==> config.mk <==
export PLATFORM = sky130hd
export DESIGN_NAME = cht_free_scan
export DESIGN_NICKNAME = d
export VERILOG_FILES = /design/src/rtl/cht_free_scan.sv
export SDC_FILE = /design/constraint.sdc
export NUM_CORES = 1
export LEC_CHECK = 0
export ABC_AREA = 1
export BUFFER_PORTS_ARGS = -buffer_cell sky130_fd_sc_hd__buf_2
export CORE_MARGIN = 3
export CORE_UTILIZATION = 45
export CTS_CLUSTER_SIZE = 24
export DETAILED_ROUTE_END_ITERATION = 12
export HOLD_SLACK_MARGIN = 0.03
export PLACE_DENSITY_LB_ADDON = 0.1
export SKIP_CTS_REPAIR_TIMING = 1
export SLEW_MARGIN = 0
export SYNTH_ARGS = -nofsm -noshare
export SYNTH_HDL_FRONTEND = slang
export SYNTH_SLANG_ARGS = --single-unit
==> constraint.sdc <==
create_clock -name clk -period 3.7 [get_ports clk]
set_clock_uncertainty 0.15 [all_clocks]
set_input_delay 0.37 -clock clk [delete_from_list [all_inputs] [get_ports clk]]
set_output_delay 0.37 -clock clk [all_outputs]
set_load 0.05 [all_outputs]
==> src/rtl/cht_free_scan.sv <==
// Free-node tracker: holds a used bit per node and reports the bit at the probe index; the caller steps the probe.
module cht_free_scan #(
	parameter int NODES = 256
) (
	input  logic                     clk,
	input  logic                     arst_n,
	input  logic                     clear,
	input  logic                     set_en,
	input  logic                     clr_en,
	input  logic [$clog2(NODES)-1:0] set_idx,
	input  logic [$clog2(NODES)-1:0] clr_idx,
	input  logic [$clog2(NODES)-1:0] probe,
	output logic                     probe_used
);
	logic [NODES-1:0] used_q;

	always_ff @(posedge clk or negedge arst_n) begin
		if (!arst_n) begin
			used_q <= '0;
		end else if (clear) begin
			used_q <= '0;
		end else begin
			if (set_en) used_q[set_idx] <= 1'b1;
			if (clr_en) used_q[clr_idx] <= 1'b0;
		end
	end

	assign probe_used = used_q[probe];
endmodule

==> results by group <==
Clock tree
  • Latest clock arrival within the worst-skew pair: between 0.5 and 0.6 ns
  • Total CTS buffers: 29
  • TritonCTS clock tree: done
  • Clk buf depth: 3
  • CTS H-tree lvls: 1
  • Reg clk slew, reported paths: around 0.060 ns
  • Clock sink count: 256
  • CTS root buf: clkbuf_16

STA
  • Fmax: 337.5 MHz
  • Slew headroom: 0.1299
  • Final setup vio count: 0
  • Fin crit share: 0.8009
  • RSZ-0062 raised after global routing: no
  • Clock period minus worst slack: about 3.0 ns
  • Final Hold Viols: 0
  • Slew Limit Fails: 0
  • Setup WS post-layout: around 0.74 ns
  • Worst-Margin Slew: approximately 1.3 ns
  • Setup_tns: 0 ns

Floorplan
  • Die Wd: about 190 µm
  • Ports: 30
  • Die area: about 35,000 µm²
  • Chip height: about 190 µm
  • FP Rows: 65
  • Starting density of the core: 0.4592
  • Floorplan Core Area: approximately 32,000 µm²

Route
  • Final ANT Viol Nets: 0
  • Routed wire length: approximately 54,000 µm
  • Vias per cell: 6.041
  • # DRC: 0
  • Drt pass-1 iters: 5
  • Initial DRC Count: about 1,600
  • Routed len/inst: around 24 µm
  • Vias: 13,688

Layout
  • Layout cell share with drive strength beyond 1: 0.1819
  • Most frequent cells in the layout: nand2_1, nor2_1, nand3_1, dfrtp_1, a21oi_1
  • Post-route cell area: between 15,000 and 20,000 µm²
  • Final core utilization: 0.5040
  • Nets: around 1,800
  • Cell Count, Final, Fillers Out: 2,266
  • Top Registers: used_q (256)
  • Max reg flops: 256
  • Area growth, synth to finish: 9.760%
  • Antenna cells: 0
  • Commonest non-fill, non-tap cell in the layout: nand2_1
  • Fillers: around 3,100
  • Largest Register: used_q

Placed design
  • Placement Cell Area: about 15,000 µm²
  • Gpl congestion: slightly below 0.9
  • Pre-CTS setup slack: around 0.8 ns
  • Placed cell count: 2,213
  • IO buf count: 29
  • DP HPWL: 31,570 µm

Yosys
  • Avg Cell Area, Syn: between 7 and 8 µm²
  • Post-synth top area cell: dfrtp_1
  • Ys Warns: 0
  • Post-synth design cell area: around 15,000 µm²
  • FF+latch count, synth: 256
  • Mapped Cells: 1,833
  • Syn_nets: approximately 1,900
  • Sequential share of the synthesized area: 0.4387
  • Post-synth cell types: 24
  • Area share of the leading cell type in the synthesized netlist: 0.4387
  • Top post-synthesis cells by area: dfrtp_1, nor3_2, nand3_1

Setup path
  • WP data arrival: ~2.4 ns
  • CP Data Required Time: 3.18 ns
  • Reg2Reg Setup Slack: ~2.8 ns
  • Startpoint Class: primary input
  • Worst Path Max Fanout: 18
  • CP Class: in -> out
  • CP Capture Type: output port

Outcome
  • Status: completed

GRT
  • GR Overflow Total: 0
  • First-pass GRT wire length: around 84,000 µm
  • Antenna violations before repair: 0
  • Vias in the first global route: 13,273
  • Largest net degree at the start of global routing: 119
  • Gr usage total: 0.3171

Power
  • PwrDens: a little under 400 nW/µm²
  • Pleak: 6.688 nW
  • Worst ir drop on vdd: 0.3513 mV

Run
  • Max-cap violations: 0

Hold path
  • Worst hold-check path type: in -> reg
logic make-up (layout without fill, tap and decap cells):
family / after synthesis / in the layout / share of synthesized area
and+or+nand+nor: 1135 / 1135 / 0.4033
buffers and inverters: 186 / 184 / 0.06435
DFF: 256 / 256 / 0.4387
AOI/OAI and AO/OA: 256 / 256 / 0.09366
metrics by stage:
stage               hold slack, ns  total power (W)
floorplan                 -0.07559         0.003213
global placement            0.3548         0.003477
detailed placement          0.3616         0.003478
CTS                        -0.1830         0.006382
global route                0.1462         0.006555
finish                      0.1199         0.006345
layer usage:
metal / share of wire / global-route usage / up-vias
met5: 0 / 0 / -
met3: 0.083 / 0.05212 / 128
li1: - / - / 6168
met2: 0.46 / 0.5117 / 663
met4: 0.039 / 0.1013 / 0
met1: 0.42 / 0.4410 / 6729
worst max-delay path, cell delays in order:
cell and delay, ns:
buf_2 0.44, buf_4 0.40, nand3_1 0.14, nand3_1 0.10
nand3_1 0.12, nand2_1 0.12, nand2_1 0.15, nand3_1 0.12
nand3_1 0.09, nand2_1 0.11, buf_2 0.27
Yosys cell counts (all sizes together):
| library cell | count |
|---|---|
| nand2 | 303 |
| nand4 | 6 |
| a31oi | 9 |
| buf | 89 |
| nor3 | 289 |
| dfrtp | 256 |
| a21oi | 247 |
| nand3 | 256 |
| nor2 | 281 |
| inv | 39 |
| clkbuf | 58 |
report_power, final:
group          switching [W]  internal, W  total (W)
clock network        0.00121      0.00170    0.00291
logic               0.000502     0.000125   0.000628
registers         0.00000360      0.00281    0.00281
total                0.00172      0.00463    0.00635
final timing paths:
path,from,cells past startpoint,end
worst max-delay path,probe[2],11,probe_used
worst min-delay path,set_idx[1],4,used_q[249]$_DFF_PN0_
worst max register to register,used_q[241]$_DFF_PN0_,2,used_q[241]$_DFF_PN0_
worst min register to register,used_q[117]$_DFF_PN0_,2,used_q[117]$_DFF_PN0_
max in group asynchronous,arst_n,3,used_q[36]$_DFF_PN0_
min in group asynchronous,arst_n,2,used_q[241]$_DFF_PN0_
cell type report:
type                    instances  area [µm²]  area share
multi-input cells            1391        7256      0.4527
flip-flops and latches        256        6406      0.3997
clock buffers                  44       842.1     0.05254
repair buffers                 93       725.7     0.04528
well taps                     435       544.3     0.03396
inverters                      39       158.9    0.009915
clock inverters                 8       93.84    0.005855
Power figures use the tool's default switching activity.
